### src/design/bsa_pkg.sv
`timescale 1ns / 1ps
// ----------------------------------------------------------------------------
// bsa_pkg
// Shared types and constants for the bitmap slot allocator.
// ----------------------------------------------------------------------------
package bsa_pkg;

    localparam int SLOTS     = 64;
    localparam int IDX_W     = $clog2(SLOTS);
    localparam int CNT_W     = $clog2(SLOTS + 1);
    localparam int GRP_SZ    = 8;
    localparam int OFS_W     = $clog2(GRP_SZ);
    localparam int GRP_W     = $clog2(SLOTS / GRP_SZ);
    localparam int PCT_W     = 7;
    localparam int DIVD_W    = 13;
    localparam int STEP_W    = $clog2(DIVD_W);

    localparam logic [1:0] CMD_ALLOC = 2'd0;
    localparam logic [1:0] CMD_FREE  = 2'd1;
    localparam logic [1:0] CMD_QUERY = 2'd2;

    localparam logic [1:0] ST_OK       = 2'd0;
    localparam logic [1:0] ST_FULL     = 2'd1;
    localparam logic [1:0] ST_NOT_USED = 2'd2;
    localparam logic [1:0] ST_RANGE    = 2'd3;

    typedef enum logic [1:0] {
        S_IDLE,
        S_SEARCH,
        S_PREP,
        S_DIVIDE
    } t_state;

endpackage

### src/design/bitmap_slot_allocator.sv
`timescale 1ns / 1ps
// ----------------------------------------------------------------------------
// bitmap_slot_allocator
// First-fit slot allocator over an in-use bitmap, with used count and
// truncated used percentage on every result.
// ----------------------------------------------------------------------------
// Channel   Direction  Handshake                 Payload
// command   in         start && !busy            i_command, i_slot_index
// result    out        o_done (one cycle)        o_status, o_granted_slot,
//                                                o_used_count, o_used_percent
// config    in         i_cfg_we                  i_cfg_wdata (active_slots)
//
// Allocate: a first-fit search (8 slots scanned per cycle), then a load state
// and a shared restoring divider for the percentage. Free and query: the
// load state and the divider. busy is high throughout; o_done strobes in
// the first idle cycle.
// Reset and every config write taken while idle clear the bitmap and used count.
// The receiver cannot stall; o_done is a single-cycle strobe.
// ----------------------------------------------------------------------------
module bitmap_slot_allocator
    import bsa_pkg::*;
(
    input  logic               i_clk,
    input  logic               i_rst_n,
    input  logic               start,
    output logic               busy,
    input  logic [1:0]         i_command,
    input  logic [IDX_W-1:0]   i_slot_index,
    input  logic               i_cfg_we,
    input  logic [CNT_W-1:0]   i_cfg_wdata,
    output logic               o_done,
    output logic [1:0]         o_status,
    output logic [IDX_W-1:0]   o_granted_slot,
    output logic [CNT_W-1:0]   o_used_count,
    output logic [PCT_W-1:0]   o_used_percent
);

    t_state               r_state, n_state;
    logic [SLOTS-1:0]     r_map, n_map;
    logic [CNT_W-1:0]     r_used, n_used;
    logic [CNT_W-1:0]     r_active, n_active;
    logic [GRP_W-1:0]     r_grp, n_grp;
    logic [STEP_W-1:0]    r_step, n_step;
    logic [DIVD_W-1:0]    r_quot, n_quot;
    logic [CNT_W-1:0]     r_rem, n_rem;
    logic [1:0]           r_status, n_status;
    logic [IDX_W-1:0]     r_grant, n_grant;
    logic                 r_done, n_done;

    logic [CNT_W-1:0]     eff_n;
    logic                 accept;
    logic [IDX_W-1:0]     base;
    logic [GRP_SZ-1:0]    grp_free;
    logic                 grp_hit;
    logic [OFS_W-1:0]     hit_pos;
    logic                 search_end;
    logic [CNT_W:0]       rem_sh;
    logic                 rem_ge;
    logic                 div_last;

    assign accept = start && (r_state == S_IDLE);
    assign busy   = (r_state != S_IDLE);

    always_comb begin
        if (r_active == '0) begin
            eff_n = CNT_W'(1);
        end else if (r_active > CNT_W'(SLOTS)) begin
            eff_n = CNT_W'(SLOTS);
        end else begin
            eff_n = r_active;
        end
    end

    // search window: one group of slots per cycle
    assign base = {r_grp, {OFS_W{1'b0}}};

    always_comb begin
        grp_hit = 1'b0;
        hit_pos = '0;
        for (int k = 0; k < GRP_SZ; k++) begin
            grp_free[k] = !r_map[int'(base) + k] &&
                          ((CNT_W'(base) + CNT_W'(k)) < eff_n);
        end
        for (int k = GRP_SZ - 1; k >= 0; k--) begin
            if (grp_free[k]) begin
                grp_hit = 1'b1;
                hit_pos = OFS_W'(k);
            end
        end
    end

    assign search_end = (r_grp == {GRP_W{1'b1}}) ||
                        ((CNT_W'(base) + CNT_W'(GRP_SZ)) >= eff_n);

    // shared restoring divider step
    assign rem_sh   = {r_rem, r_quot[DIVD_W-1]};
    assign rem_ge   = rem_sh >= {1'b0, eff_n};
    assign div_last = (r_step == STEP_W'(DIVD_W - 1));

    always_comb begin
        n_state = r_state;
        unique case (r_state)
            S_IDLE: begin
                if (accept) begin
                    n_state = (i_command == CMD_ALLOC) ? S_SEARCH : S_PREP;
                end
            end
            S_SEARCH: begin
                if (grp_hit || search_end) begin
                    n_state = S_PREP;
                end
            end
            S_PREP: begin
                n_state = S_DIVIDE;
            end
            S_DIVIDE: begin
                if (div_last) begin
                    n_state = S_IDLE;
                end
            end
            default: n_state = S_IDLE;
        endcase
    end

    always_comb begin
        n_map    = r_map;
        n_used   = r_used;
        n_active = r_active;
        n_grp    = r_grp;
        n_step   = r_step;
        n_quot   = r_quot;
        n_rem    = r_rem;
        n_status = r_status;
        n_grant  = r_grant;
        n_done   = 1'b0;
        unique case (r_state)
            S_IDLE: begin
                if (i_cfg_we) begin
                    n_active = i_cfg_wdata;
                    n_map    = '0;
                    n_used   = '0;
                end else if (accept) begin
                    n_grp    = '0;
                    n_status = ST_OK;
                    n_grant  = '0;
                    unique case (i_command)
                        CMD_ALLOC: begin
                            n_status = ST_FULL;
                        end
                        CMD_FREE: begin
                            if (CNT_W'(i_slot_index) >= eff_n) begin
                                n_status = ST_RANGE;
                            end else if (!r_map[i_slot_index]) begin
                                n_status = ST_NOT_USED;
                            end else begin
                                n_map[i_slot_index] = 1'b0;
                                n_used              = r_used - CNT_W'(1);
                            end
                        end
                        default: begin
                        end
                    endcase
                end
            end
            S_SEARCH: begin
                if (grp_hit) begin
                    n_map[{r_grp, hit_pos}] = 1'b1;
                    n_used   = r_used + CNT_W'(1);
                    n_grant  = {r_grp, hit_pos};
                    n_status = ST_OK;
                end else begin
                    n_grp = r_grp + GRP_W'(1);
                end
            end
            S_PREP: begin
                // used * 100 = used * (64 + 32 + 4)
                n_quot = {r_used, 6'b0} + DIVD_W'({r_used, 5'b0})
                       + DIVD_W'({r_used, 2'b0});
                n_rem  = '0;
                n_step = '0;
            end
            S_DIVIDE: begin
                n_rem  = rem_ge ? CNT_W'(rem_sh - {1'b0, eff_n}) : CNT_W'(rem_sh);
                n_quot = {r_quot[DIVD_W-2:0], rem_ge};
                n_step = r_step + STEP_W'(1);
                n_done = div_last;
            end
            default: begin
            end
        endcase
    end

    always_ff @(posedge i_clk) begin
        if (!i_rst_n) begin
            r_state  <= S_IDLE;
            r_map    <= '0;
            r_used   <= '0;
            r_active <= CNT_W'(SLOTS);
            r_done   <= 1'b0;
        end else begin
            r_state  <= n_state;
            r_map    <= n_map;
            r_used   <= n_used;
            r_active <= n_active;
            r_done   <= n_done;
        end
    end

    always_ff @(posedge i_clk) begin
        r_grp    <= n_grp;
        r_step   <= n_step;
        r_quot   <= n_quot;
        r_rem    <= n_rem;
        r_status <= n_status;
        r_grant  <= n_grant;
    end

    assign o_done         = r_done;
    assign o_status       = r_status;
    assign o_granted_slot = r_grant;
    assign o_used_count   = r_used;
    assign o_used_percent = r_quot[PCT_W-1:0];

`ifndef SYNTHESIS
    a_done_ends_busy: assert property (@(posedge i_clk) disable iff (!i_rst_n)
        $fell(busy) |-> o_done)
        else $error("busy fell without a result strobe");

    a_done_idle: assert property (@(posedge i_clk) disable iff (!i_rst_n)
        o_done |-> !busy)
        else $error("result strobe while still busy");

    a_count_matches_map: assert property (@(posedge i_clk) disable iff (!i_rst_n)
        r_used == CNT_W'($countones(r_map)))
        else $error("used count out of step with bitmap");

    a_percent_range: assert property (@(posedge i_clk) disable iff (!i_rst_n)
        o_done |-> (o_used_percent <= PCT_W'(100)))
        else $error("used percentage above 100");

    a_grant_below_n: assert property (@(posedge i_clk) disable iff (!i_rst_n)
        (o_done && (o_status == ST_OK)) |-> (CNT_W'(o_granted_slot) < eff_n))
        else $error("granted slot outside active range");
`endif

endmodule

### config.mk
export PLATFORM = sky130hd
export DESIGN_NAME = bitmap_slot_allocator
export DESIGN_NICKNAME = d
export VERILOG_FILES = /design/src/design/bsa_pkg.sv /design/src/design/bitmap_slot_allocator.sv
export SDC_FILE = /design/constraint.sdc
export NUM_CORES = 1
export LEC_CHECK = 0
export ABC_CLOCK_PERIOD_IN_PS = 4650
export BUFFER_PORTS_ARGS = -buffer_cell sky130_fd_sc_hd__buf_2
export CELL_PAD_IN_SITES_DETAIL_PLACEMENT = 0
export CELL_PAD_IN_SITES_GLOBAL_PLACEMENT = 1
export CORE_ASPECT_RATIO = 0.75
export CORE_MARGIN = 5
export CORE_UTILIZATION = 49
export CTS_CLUSTER_DIAMETER = 30
export DETAILED_ROUTE_END_ITERATION = 8
export PLACE_DENSITY_LB_ADDON = 0.2
export SYNTH_ARGS = -nofsm -noshare
export SYNTH_HDL_FRONTEND = slang
export SYNTH_SLANG_ARGS = --single-unit
### constraint.sdc
create_clock -name i_clk -period 4.65 [get_ports i_clk]
set_clock_uncertainty 0.05 [all_clocks]
set_input_delay 0 -clock i_clk [delete_from_list [all_inputs] [get_ports i_clk]]
set_output_delay 0 -clock i_clk [all_outputs]
set_load 0.005 [all_outputs]
==> Flow_metrics.wiki, run 1 <==
{| class="wikitable"
! Metric !! Value
|-
| Utilization after layout || between 50% and 60%
|-
| Post-layout net count || roughly 1000
|-
| Pins over their slew limit || 0
|-
| Clock tree root driver cell || clkbuf_16
|-
| Synth async-reset ratio || 0%
|-
| Setup repair after global routing missed its margin || false
|-
| Final cycle utilization of the critical path || between 80% and 90%
|-
| Placed wire-length estimate || 20200 um
|-
| Synth-to-layout area growth || 11.7%
|-
| Number of global-route vias before repair || around 7800
|-
| Most common cell after layout, fill and taps aside || dfxtp_1
|-
| Fraction of layout instances using a drive strength above 1 || about 17%
|-
| Leak pwr || ~3.5 nW
|-
| Hold_buf cts || 17
|-
| Remaining max-slew budget at the tightest pin || 24.9%
|-
| Max Freq || around 240 MHz
|-
| Number of synthesized register bits || roughly 120
|-
| Worst voltage drop across the vdd grid || 270 uV
|-
| Clock tree from TritonCTS || yes
|-
| Pin count of the biggest net entering global routing || between 40 and 50
|-
| Netlist area before placement || between 8000 and 9000 um^2
|-
| Number of levels in the clock H-tree || 4
|-
| Violation count after the first detailed-route iteration || between 1000 and 1500
|-
| Die outline area || 20400 um^2
|-
| Data arrival at the endpoint of the critical path || ~4.4 ns
|-
| Commonest register cell after synthesis || dfxtp_1
|-
| Initial antenna violation count || 1
|-
| Synthesized area per cell || 9.07 um^2
|-
| Startpoint Class || flop
|-
| Number of setup violations in the final report || 0
|-
| Register area share after synthesis || between 30% and 40%
|-
| Data required, critical path || 4.94 ns
|-
| Count of max-cap constraint violations || 0
|-
| Worst Setup Slack post-DPL || around 0.61 ns
|-
| Layout filler cell count || around 1600
|-
| Total grt overflow || 0
|-
| Post-DR vias/cell || 6.76
|-
| Maximum fanout count along the critical path || 13
|-
| Synthesized netlist cell count || about 950
|-
| Areal power density over the cells || 531 nW/um^2
|-
| First drt pass iteration count || 6
|-
| Ports || 43
|-
| Standard-cell rows || 42
|-
| Synthesized Nets || slightly above 1000
|-
| Antenna-violating nets left || 0
|-
| Post-CTS sizing || 0
|-
| Clock latency on the worst-skew pair || around 0.44 ns
|-
| Port bufs || between 40 and 50
|-
| Setup tns final || 0 ns
|-
| Transition time at the pin with the least slew margin || 1.12 ns
|-
| CP Class || reg2reg
|-
| Non-Filler Cell Area, Final || about 9600 um^2
|-
| Starting density of the core || 49.4%
|-
| Wire length of the first global-routing pass || 45100 um
|-
| Vertical extent of the die || 125 um
|-
| Post-layout min period || between 4 and 5 ns
|-
| Setup slack of the critical path after layout || slightly above 0.5 ns
|-
| Total inserted antenna cells || 0
|-
| Most used cells in the layout excluding fill and tap cells || dfxtp_1 (81), nand2_1 (75), o211ai_1 (66)
|-
| Final hold vios || 0
|-
| Number of clock sinks seen by CTS || about 120
|-
| Die boundary width || 163 um
|-
| Number of buffers on the longest clock path || 2
|-
| Number of buffers inserted during clock tree synthesis || 17
|-
| Synth top area cells || dfxtp_1 (19%), edfxtp_1 (12%), ha_1 (7.4%)
|-
| Number of distinct standard cells referenced by the synthesized netlist || 77
|-
| Worst hold-check path type || in2reg
|-
| Placeable core area || roughly 17000 um^2
|-
| Post-synth top area share || a little under a fifth
|-
| Final routed DRC violation total || 0
|-
| Crit end category || flop
|-
| Drt wl/cell || between 20 and 25 um
|-
| Setup fix buffers added after clock tree synthesis || 0
|-
| Post-synthesis cell type with the largest combined area || dfxtp_1
|-
| Clock-pin slew on the worst setup and hold paths || about 0.06 ns
|-
| Cell area reported after detailed placement || slightly below 9000 um^2
|-
| DR vias || just over 8000
|-
| All-Layer GR Usage || around 28%
|-
| Wire length after detailed routing || 29300 um
|-
| Number of flops mapped to enable cells by yosys || 35
|-
| Outcome || finished clean
|-
| Warnings, synthesis || 0
|-
| GPL Wtd Cong || around 0.97
|}
cells in the mapped netlist (19+ instances only):
cell type / instances
o211ai_1: 66
a41oi_1: 32
mux2i_1: 30
ha_1: 51
a21oi_1: 39
buf_4: 19
o21ai_0: 29
a211oi_2: 36
nor2_1: 41
buf_2: 24
dfxtp_1: 81
edfxtp_1: 35
a22oi_1: 29
inv_1: 33
clkbuf_1: 36
nand4_1: 26
nand2_1: 75
nand3_1: 24
cell type report:
| cell class | instances | area (um^2) | area share (%) |
|---|---|---|---|
| multi-input combinational | 711 | 5360 | 55.5 |
| clock buffer | 23 | 542 | 5.62 |
| timing repair buffer | 79 | 556 | 5.76 |
| clock inverter | 9 | 86.3 | 0.895 |
| tap | 242 | 303 | 3.14 |
| inverter | 35 | 131 | 1.36 |
| sequential | 116 | 2670 | 27.7 |
worst paths after layout:
check	from	endpoint	slack [ns]	depth (start not counted)
worst max register to register	r_active[6]$_SDFFE_PN1P_	r_map[26]$_SDFFE_PN0P_	0.52	12
worst min-delay path	start	r_state[0]$_SDFFE_PN0P_	0.01	4
worst min register to register	r_active[5]$_SDFFE_PN0P_	r_active[5]$_SDFFE_PN0P_	0.44	2
worst max-delay path	r_active[6]$_SDFFE_PN1P_	r_map[26]$_SDFFE_PN0P_	0.52	12
metrics by stage:
step	total power, mW	hold WS, ns	std cells
finish	5.13	0.0130	1215
global route	5.40	0.0401	1215
CTS	5.10	0.00753	1215
detailed placement	3.68	0.223	1166
global placement	3.63	0.222	1166
floorplan	3.09	0.0975	952
registers in the layout (all words and copies together), names as in the netlist:
| register | count |
|---|---|
| o_status | 2 |
| r_step | 4 |
| o_done | 1 |
| r_map | 64 |
| r_active | 7 |
| r_grp | 3 |
| r_quot | 13 |
| r_state | 2 |
| o_granted_slot | 6 |
| r_rem | 7 |
| o_used_count | 7 |
report_power, final:
part	internal (mW)	switching [mW]	total [mW]
Combinational	0.777	1.53	2.30
Clock	0.873	0.514	1.39
Sequential	1.28	0.160	1.44
Total	2.93	2.20	5.13
cells by family after synthesis:
logic type               after synthesis  share of synthesized area [%]
AO/OA/AOI/OAI                        338                           30.5
XOR/XNOR                              13                           1.32
adder cells (fa/ha/maj)               56                           8.55
buffers and inverters                125                           7.23
flip-flops                           116                           30.9
multiplexers                          49                           6.21
AND/OR/NAND/NOR                      255                           15.2
layer usage:
layer | track usage (%) | wire (um) | vias up
met2 | 38.5 | 12200 | 434
met5 | 0 | 0 | -
met3 | 8.82 | 3230 | 70
met4 | 8.38 | 626 | 0
li1 | - | - | 3685
met1 | 42.3 | 13200 | 4024
worst max-delay path, cell delays in order (launching register included):
cell      delay (ns)
dfxtp_1         0.54
clkinv_1        0.38
nand2_1         0.28
ha_1            0.33
a21oi_1         0.29
a21o_1          0.28
a21boi_0        0.32
a211oi_1        0.12
o211ai_1        0.21
and2_1          0.54
buf_4           0.31
a41oi_1         0.15
a211oi_2        0.24
(Power assumes the default switching activity.)
==> run 2: changes to the inputs <==
--- a/config.mk
+++ b/config.mk
@@ -15,6 +15,7 @@
 export CTS_CLUSTER_DIAMETER = 30
 export DETAILED_ROUTE_END_ITERATION = 8
 export PLACE_DENSITY_LB_ADDON = 0.2
+export RECOVER_POWER = 50
 export SYNTH_ARGS = -nofsm -noshare
 export SYNTH_HDL_FRONTEND = slang
 export SYNTH_SLANG_ARGS = --single-unit
==> run 2 against run 1 <==
Effect of this change:
- the run now ends with capacitance limit, slew limit left
- register-to-register slack got worse by 0.15 ns
- non-clock buffer count stayed put
- sequential power hardly changed
- critical path depth shrank 3
- count of clock-buffer cells in the layout stayed put
==> Flow_metrics.wiki, run 2 (synthesis gave the netlist of run 1 again) <==
{| class="wikitable"
! Metric !! Value
|-
| Outcome || finished, violations left
|-
| Failing checks || capacitance limit, slew limit
|-
| Count of max-cap constraint violations || 1 (+1)
|-
| Hold Startpoint || start
|-
| Wire length of the first global-routing pass || 45100 um (unchanged)
|-
| Worst Setup Slack post-DPL || 0.606 ns (unchanged)
|-
| Hold-critical path endpoint || r_state[0]$_SDFFE_PN0P_
|-
| Placed wire-length estimate || 20200 um (unchanged)
|-
| Layout filler cell count || 1582 (-0.32%)
|-
| Final std cells w/o fill || 1215 (unchanged)
|-
| Flip-flop count of the largest register, all copies and words added || 64 (unchanged)
|-
| Number of setup violations in the final report || 0 (unchanged)
|-
| Registers with the highest flip-flop counts || r_map (64), r_quot (13)
|-
| Post-CTS sizing || 0 (unchanged)
|-
| Hold_buf cts || 17 (unchanged)
|-
| GPL Wtd Cong || 0.966 (unchanged)
|-
| Crit end category || flop
|-
| Most common cell after layout, fill and taps aside || dfxtp_1
|-
| Maximum fanout count along the critical path || 28 (+15)
|-
| Most used cells in the layout excluding fill and tap cells || dfxtp_1 (81), nand2_1 (75), o211ai_1 (66)
|-
| Crit path max-delay cell type || clkbuf_1
|-
| DR vias || 8220 (+0.085%)
|-
| Fraction of layout instances using a drive strength above 1 || 15.8% (-1.4 points)
|-
| Antenna-violating nets left || 0 (unchanged)
|-
| Setup repair after global routing missed its margin || false
|-
| Clock latency on the worst-skew pair || 0.43 ns (about the same)
|-
| Number of buffers inserted during clock tree synthesis || 17 (unchanged)
|-
| Clock-pin slew on the worst setup and hold paths || 0.06 ns (about the same)
|-
| Ports || 43 (unchanged)
|-
| Pin count of the biggest net entering global routing || 43 (unchanged)
|-
| Number of clock sinks seen by CTS || 116 (unchanged)
|-
| Starting density of the core || 49.4% (unchanged)
|-
| Standard-cell rows || 42 (unchanged)
|-
| Number of global-route vias before repair || 7794 (unchanged)
|-
| CP Class || reg2reg
|-
| Cell area reported after detailed placement || 8850 um^2 (unchanged)
|-
| Initial antenna violation count || 1 (unchanged)
|-
| Post-layout net count || 1035 (unchanged)
|-
| Transition time at the pin with the least slew margin || 1.79 ns (+0.672 ns)
|-
| Number of levels in the clock H-tree || 4 (unchanged)
|-
| First drt pass iteration count || 7 (+1)
|-
| Startpoint of the worst register-to-register path || r_grp[0]$_SDFFCE_PN0P_
|-
| Number of buffers on the longest clock path || 2 (unchanged)
|-
| Post-DR vias/cell || 6.77 (about the same)
|-
| Crit path top cell by count || nand2_1
|-
| Vertical extent of the die || 125 um (unchanged)
|-
| Max Freq || 234 MHz (-3.5%)
|-
| Leak pwr || 3.47 nW (-1.5%)
|-
| All-Layer GR Usage || 28.2% (unchanged)
|-
| Total inserted antenna cells || 0 (unchanged)
|-
| Final cycle utilization of the critical path || 92.1% (+3.2 points)
|-
| Largest Register || r_map
|-
| Drt wl/cell || 24.1 um (+0.11%)
|-
| Peak per-stage delay on the critical path || 1.06 ns (+0.52 ns)
|-
| Data arrival at the endpoint of the critical path || 4.58 ns (+0.16 ns)
|-
| Total grt overflow || 0 (unchanged)
|-
| Die outline area || 20400 um^2 (unchanged)
|-
| Areal power density over the cells || 532 nW/um^2 (about the same)
|-
| Count of cells along the worst hold path || 4 (unchanged)
|-
| Post-placement cell count || 1166 (unchanged)
|-
| Violation count after the first detailed-route iteration || 1071 (-5.6%)
|-
| Synth-to-layout area growth || 11.4%
|-
| Worst hold-check path type || in2reg
|-
| Number of cells on the worst reg-to-reg path || 9 (-3)
|-
| Overall power after layout || 5.12 mW (-0.21%)
|-
| Remaining max-slew budget at the tightest pin || -19.4% (-44 points)
|-
| Setup tns final || 0 ns (unchanged)
|-
| Clock tree root driver cell || clkbuf_16
|-
| Final hold vios || 0 (unchanged)
|-
| Die boundary width || 163 um (unchanged)
|-
| Final routed DRC violation total || 0 (unchanged)
|-
| Clock tree from TritonCTS || yes
|-
| Post-layout min period || 4.28 ns (+0.151 ns)
|-
| Pins over their slew limit || 25 (+25)
|-
| Slack of the worst reg-to-reg path || 0.37 ns (-0.15 ns)
|-
| Wire length after detailed routing || 29300 um (+0.11%)
|-
| Startpoint Class || flop
|-
| Setup fix buffers added after clock tree synthesis || 0 (unchanged)
|-
| Endpoint of the worst register-to-register path || r_map[21]$_SDFFE_PN0P_
|-
| Non-Filler Cell Area, Final || 9620 um^2 (-0.25%)
|-
| Worst voltage drop across the vdd grid || 270 uV (-0.24%)
|-
| Data required, critical path || 4.95 ns (about the same)
|-
| Ordered list of cells on the worst path || clkbuf_1 -> nand2_1 -> o32ai_1 -> a221oi_2 -> o22ai_1 -> o211ai_1 -> nand2_1 -> a41oi_1 -> a211oi_2
|-
| Placeable core area || 17500 um^2 (unchanged)
|-
| Port bufs || 42 (unchanged)
|-
| Setup slack of the critical path after layout || 0.368 ns (-0.151 ns)
|}
[run 2: worst max path at each step]
| stage | from | cells past startpoint | endpoint | slack, ns |
|---|---|---|---|---|
| 6_report | r_grp[0]$_SDFFCE_PN0P_ | 9 | r_map[21]$_SDFFE_PN0P_ | 0.37 |
| 5_1_grt | r_active[6]$_SDFFE_PN1P_ | 10 | r_map[21]$_SDFFE_PN0P_ | 0.17 |
| 4_1_cts | r_active[6]$_SDFFE_PN1P_ | 12 | r_map[26]$_SDFFE_PN0P_ | 0.61 |
| 3_5_place_dp | r_active[6]$_SDFFE_PN1P_ | 11 | r_map[29]$_SDFFE_PN0P_ | 0.61 |
| 3_3_place_gp | r_active[2]$_SDFFE_PN0P_ | 13 | r_map[6]$_SDFFE_PN0P_ | 0.73 |
| 2_1_floorplan | r_active[2]$_SDFFE_PN0P_ | 14 | r_rem[5]$_SDFFCE_PN0P_ | 1.18 |
[run 2: worst max-delay path: cells and delay by family, from the launching register on]
kind,cells,cell delay [ns]
buffers and inverters,1,1.06
DFF,1,0.34
and+or+nand+nor,2,1.22
AOI/OAI and AO/OA,6,1.53
[run 2: report_power, final]
| group | switching [mW] | internal, mW | leakage [nW] |
|---|---|---|---|
| clock network | 0.516 | 0.873 | 0.303 |
| logic | 1.52 | 0.761 | 2.17 |
| registers | 0.161 | 1.28 | 0.992 |
| total | 2.20 | 2.92 | 3.47 |
[run 2: area by class of cell]
class / instances / area (um^2) / area share, %
multi-input cells: 711 / 5360 / 55.7
flip-flops and latches: 116 / 2670 / 27.8
clock buffers: 23 / 542 / 5.63
repair buffers: 79 / 532 / 5.53
well taps: 242 / 303 / 3.15
inverters: 35 / 131 / 1.37
clock inverters: 9 / 86.3 / 0.897
[run 2: stage by stage]
step           utilization (%)  hold WS (ns)
6_report                  55.0        0.0151
2_1_floorplan                -        0.0975
5_1_grt                   55.0        0.0401
3_5_place_dp              50.6         0.223
4_1_cts                   55.1       0.00753
3_3_place_gp              50.6         0.222
[run 2: routing by layer]
| metal | wire, um | track usage [%] | vias up | part of all wire [%] |
|---|---|---|---|---|
| li1 | - | - | 3685 | - |
| met1 | 13300 | 42.3 | 4032 | 45 |
| met2 | 12200 | 38.5 | 441 | 42 |
| met3 | 3220 | 8.82 | 62 | 11 |
| met4 | 602 | 8.38 | 0 | 2.1 |
| met5 | 0 | 0 | - | 0 |
==> run 3: changes to the inputs <==
--- a/config.mk
+++ b/config.mk
@@ -5,13 +5,14 @@
 export SDC_FILE = /design/constraint.sdc
 export NUM_CORES = 1
 export LEC_CHECK = 0
+export ABC_AREA = 1
 export ABC_CLOCK_PERIOD_IN_PS = 4650
 export BUFFER_PORTS_ARGS = -buffer_cell sky130_fd_sc_hd__buf_2
 export CELL_PAD_IN_SITES_DETAIL_PLACEMENT = 0
 export CELL_PAD_IN_SITES_GLOBAL_PLACEMENT = 1
 export CORE_ASPECT_RATIO = 0.75
 export CORE_MARGIN = 5
-export CORE_UTILIZATION = 49
+export CORE_UTILIZATION = 45
 export CTS_CLUSTER_DIAMETER = 30
 export DETAILED_ROUTE_END_ITERATION = 8
 export PLACE_DENSITY_LB_ADDON = 0.2
==> run 3 against run 2 <==
Effect of this change:
- the flow now finishes without violations
- wire length increased by 11%
- critical path depth up 10
- total power grew 60%
==> Flow_metrics.wiki, run 3 <==
{| class="wikitable"
! Metric !! Value
|-
| Wire length of the first global-routing pass || 51100 um (+13%)
|-
| Hold slack || 0.0694 ns (+0.0543 ns)
|-
| Remaining max-slew budget at the tightest pin || 23.0% (+42 points)
|-
| Non-Filler Cell Area, Final || 10300 um^2 (+7.1%)
|-
| Post-synth top area share || 17.5% (-1.3 points)
|-
| Register area share after synthesis || 28.1% (-2.8 points)
|-
| Pins over their slew limit || 0 (-100%)
|-
| Setup slack of the critical path after layout || 0.588 ns (+0.220 ns)
|-
| Port bufs || 42 (unchanged)
|-
| Clock tree from TritonCTS || yes
|-
| Startpoint Class || flop
|-
| Placed wire-length estimate || 22100 um (+9.3%)
|-
| Initial antenna violation count || 0 (-1)
|-
| Worst voltage drop across the vdd grid || 402 uV (+49%)
|-
| Final hold vios || 0 (unchanged)
|-
| Commonest cells in the netlist || nand2_1 (442), nor2_1 (169), inv_1 (131)
|-
| Violation count after the first detailed-route iteration || 1042 (-2.7%)
|-
| Netlist area before placement || 9510 um^2 (+10%)
|-
| Number of clock sinks seen by CTS || 116 (unchanged)
|-
| Total inserted antenna cells || 0 (unchanged)
|-
| Leak pwr || 4.79 nW (+38%)
|-
| Ports || 43 (unchanged)
|-
| Most common cell after layout, fill and taps aside || nand2_1
|-
| Number of buffers on the longest clock path || 2 (unchanged)
|-
| Post-synthesis cell type with the largest combined area || nand2_1
|-
| Synthesized area per cell || 6.44 um^2 (-29%)
|-
| Number of buffers inserted during clock tree synthesis || 17 (unchanged)
|-
| Slack of the worst reg-to-reg path || 0.59 ns (+0.22 ns)
|-
| Total grt overflow || 0 (unchanged)
|-
| Endpoint of the worst register-to-register path || r_map[18]$_SDFFE_PN0P_
|-
| Data required, critical path || 4.92 ns (-0.03 ns)
|-
| Worst hold-check path type || in2reg
|-
| Final cycle utilization of the critical path || 87.4% (-4.7 points)
|-
| Post-placement cell count || 1739 (+49%)
|-
| Synth top area cells || nand2_1 (17%), dfxtp_1 (17%), edfxtp_1 (11%)
|-
| Number of flops mapped to enable cells by yosys || 35 (unchanged)
|-
| Largest Register || r_map
|-
| CP Class || reg2reg
|-
| Combinational power share || 62.7% (+18 points)
|-
| Layout filler cell count || 2251 (+42%)
|-
| Post-CTS sizing || 0 (unchanged)
|-
| Clock-pin slew on the worst setup and hold paths || 0.06 ns (about the same)
|-
| Registers with the highest flip-flop counts || r_map (64), r_quot (13)
|-
| Synth-to-layout area growth || 8.40%
|-
| Worst Setup Slack post-DPL || 0.889 ns (+0.283 ns)
|-
| Number of synthesized register bits || 116 (unchanged)
|-
| Commonest register cell after synthesis || dfxtp_1
|-
| Standard-cell rows || 46 (+9.5%)
|-
| DR vias || 9862 (+20%)
|-
| Number of distinct standard cells referenced by the synthesized netlist || 53 (-31%)
|-
| Clock tree root driver cell || clkbuf_16
|-
| Library cell with the highest instance count after synthesis || nand2_1
|-
| Wire length after detailed routing || 32400 um (+11%)
|-
| Reported net switching power || 4.52 mW (+110%)
|-
| Antenna-violating nets left || 0 (unchanged)
|-
| GPL Wtd Cong || 0.945 (-2.2%)
|-
| Post-layout net count || 1556 (+50%)
|-
| Pin count of the biggest net entering global routing || 64 (+49%)
|-
| Number of levels in the clock H-tree || 4 (unchanged)
|-
| All-Layer GR Usage || 27.2% (-0.95 points)
|-
| Die outline area || 24200 um^2 (+18%)
|-
| Maximum fanout count along the critical path || 63 (+130%)
|-
| Reg power frac || 21.7% (-6.5 points)
|-
| Number of setup violations in the final report || 0 (unchanged)
|-
| Crit. Startpoint || r_active[2]$_SDFFE_PN0P_
|-
| Number of cells on the worst reg-to-reg path || 19 (+10)
|-
| Post-layout min period || 4.06 ns (-0.220 ns)
|-
| Synth async-reset ratio || 0% (unchanged)
|-
| Setup fix buffers added after clock tree synthesis || 0 (unchanged)
|-
| Max Freq || 246 MHz (+5.4%)
|-
| Flip-flop count of the largest register, all copies and words added || 64 (unchanged)
|-
| Count of max-cap constraint violations || 0 (-1)
|-
| Most used cells in the layout excluding fill and tap cells || nand2_1 (443), nor2_1 (170), inv_1 (131)
|-
| Drt wl/cell || 18.2 um (-25%)
|-
| Outcome || finished clean
|-
| Final std cells w/o fill || 1782 (+47%)
|-
| Clock latency on the worst-skew pair || 0.44 ns (about the same)
|-
| Placeable core area || 21000 um^2 (+20%)
|-
| Overall power after layout || 8.16 mW (+60%)
|-
| Setup tns final || 0 ns (unchanged)
|-
| Warnings, synthesis || 0 (unchanged)
|-
| Utilization after layout || 49.2% (-5.8 points)
|-
| Starting density of the core || 45.4% (-4.0 points)
|-
| Synthesized Nets || 1551 (+51%)
|-
| Hold_buf cts || 11 (-6)
|-
| Die boundary width || 178 um (+8.9%)
|-
| Data arrival at the endpoint of the critical path || 4.33 ns (-0.25 ns)
|-
| Post-DR vias/cell || 5.53 (-18%)
|-
| Fraction of power consumed by the clock network || 15.6% (-12 points)
|-
| Startpoint of the worst register-to-register path || r_active[2]$_SDFFE_PN0P_
|-
| Number of global-route vias before repair || 8952 (+15%)
|-
| Internal power contribution || 3.64 mW (+25%)
|-
| Net Sw Frac || 55.4% (+12 points)
|-
| Capture point of the worst path || r_map[18]$_SDFFE_PN0P_
|-
| Fraction of layout instances using a drive strength above 1 || 9.30% (-6.5 points)
|-
| Cell area reported after detailed placement || 9670 um^2 (+9.3%)
|-
| Areal power density over the cells || 792 nW/um^2 (+49%)
|-
| Vertical extent of the die || 136 um (+8.7%)
|-
| Final routed DRC violation total || 0 (unchanged)
|-
| First drt pass iteration count || 5 (-2)
|-
| Synthesized netlist cell count || 1476 (+55%)
|-
| Crit end category || flop
|-
| Setup repair after global routing missed its margin || false
|-
| Transition time at the pin with the least slew margin || 1.15 ns (-0.645 ns)
|}
[run 3: final cells by class]
| type | instances | area (um^2) | area share, % |
|---|---|---|---|
| multi-input cells | 1130 | 5710 | 55.4 |
| flip-flops and latches | 116 | 2670 | 25.9 |
| inverters | 142 | 541 | 5.25 |
| repair buffers | 74 | 469 | 4.55 |
| clock buffers | 19 | 454 | 4.41 |
| well taps | 288 | 360 | 3.50 |
| clock inverters | 13 | 101 | 0.983 |
[run 3: cells by family after synthesis]
family | synth area share, %
flops | 28.1
xor+xnor | 0.737
buf+inv | 11.8
fa+ha+maj | 7.77
compound gates | 16.3
simple gates | 35.3
[run 3: how the worst min path moves through the flow]
stage / start / endpoint / slack (ns) / cells past startpoint
CTS: i_rst_n / r_map[2]$_SDFFE_PN0P_ / 0.07 / 3
global route: i_rst_n / r_map[42]$_SDFFE_PN0P_ / 0.09 / 3
detailed placement: i_cfg_wdata[6] / r_active[6]$_SDFFE_PN1P_ / 0.20 / 3
finish: i_rst_n / r_map[11]$_SDFFE_PN0P_ / 0.07 / 3
global placement: i_cfg_wdata[6] / r_active[6]$_SDFFE_PN1P_ / 0.19 / 3
floorplan: i_cfg_wdata[6] / r_active[6]$_SDFFE_PN1P_ / 0.08 / 2
[run 3: worst max-delay path, stage by stage, from the launching register on]
cell     delay [ns]
dfxtp_1        0.37
nor2_1         0.24
nand3_2        0.10
nand2_1        0.23
nand2_1        0.26
ha_1           0.39
nand3_2        0.11
nor2_4         0.19
nand3_1        0.11
nand3_1        0.13
nand2_2        0.11
nor2_4         0.16
nand2_2        0.07
nand2_2        0.07
o21ai_2        0.10
nand2_4        0.58
buf_12         0.36
nand2_1        0.11
nand2_1        0.08
a21oi_1        0.05
[run 3: power by group through the flow]
stage | Sequential (mW) | Clock, mW | Combinational, mW
5_1_grt | 1.81 | 1.34 | 5.69
3_5_place_dp | 1.79 | 0 | 5.01
3_3_place_gp | 1.79 | 0 | 4.98
6_report | 1.77 | 1.27 | 5.12
2_1_floorplan | 1.67 | 0 | 3.94
4_1_cts | 1.77 | 1.28 | 5.05
[run 3: layer usage]
metal | share of wire (%) | vias to the layer above | GRT usage, %
met5 | 0 | - | 0
met4 | 2.0 | 0 | 7.94
met3 | 7.7 | 59 | 5.78
met2 | 41 | 380 | 38.8
met1 | 49 | 4585 | 41.1
li1 | - | 4838 | -
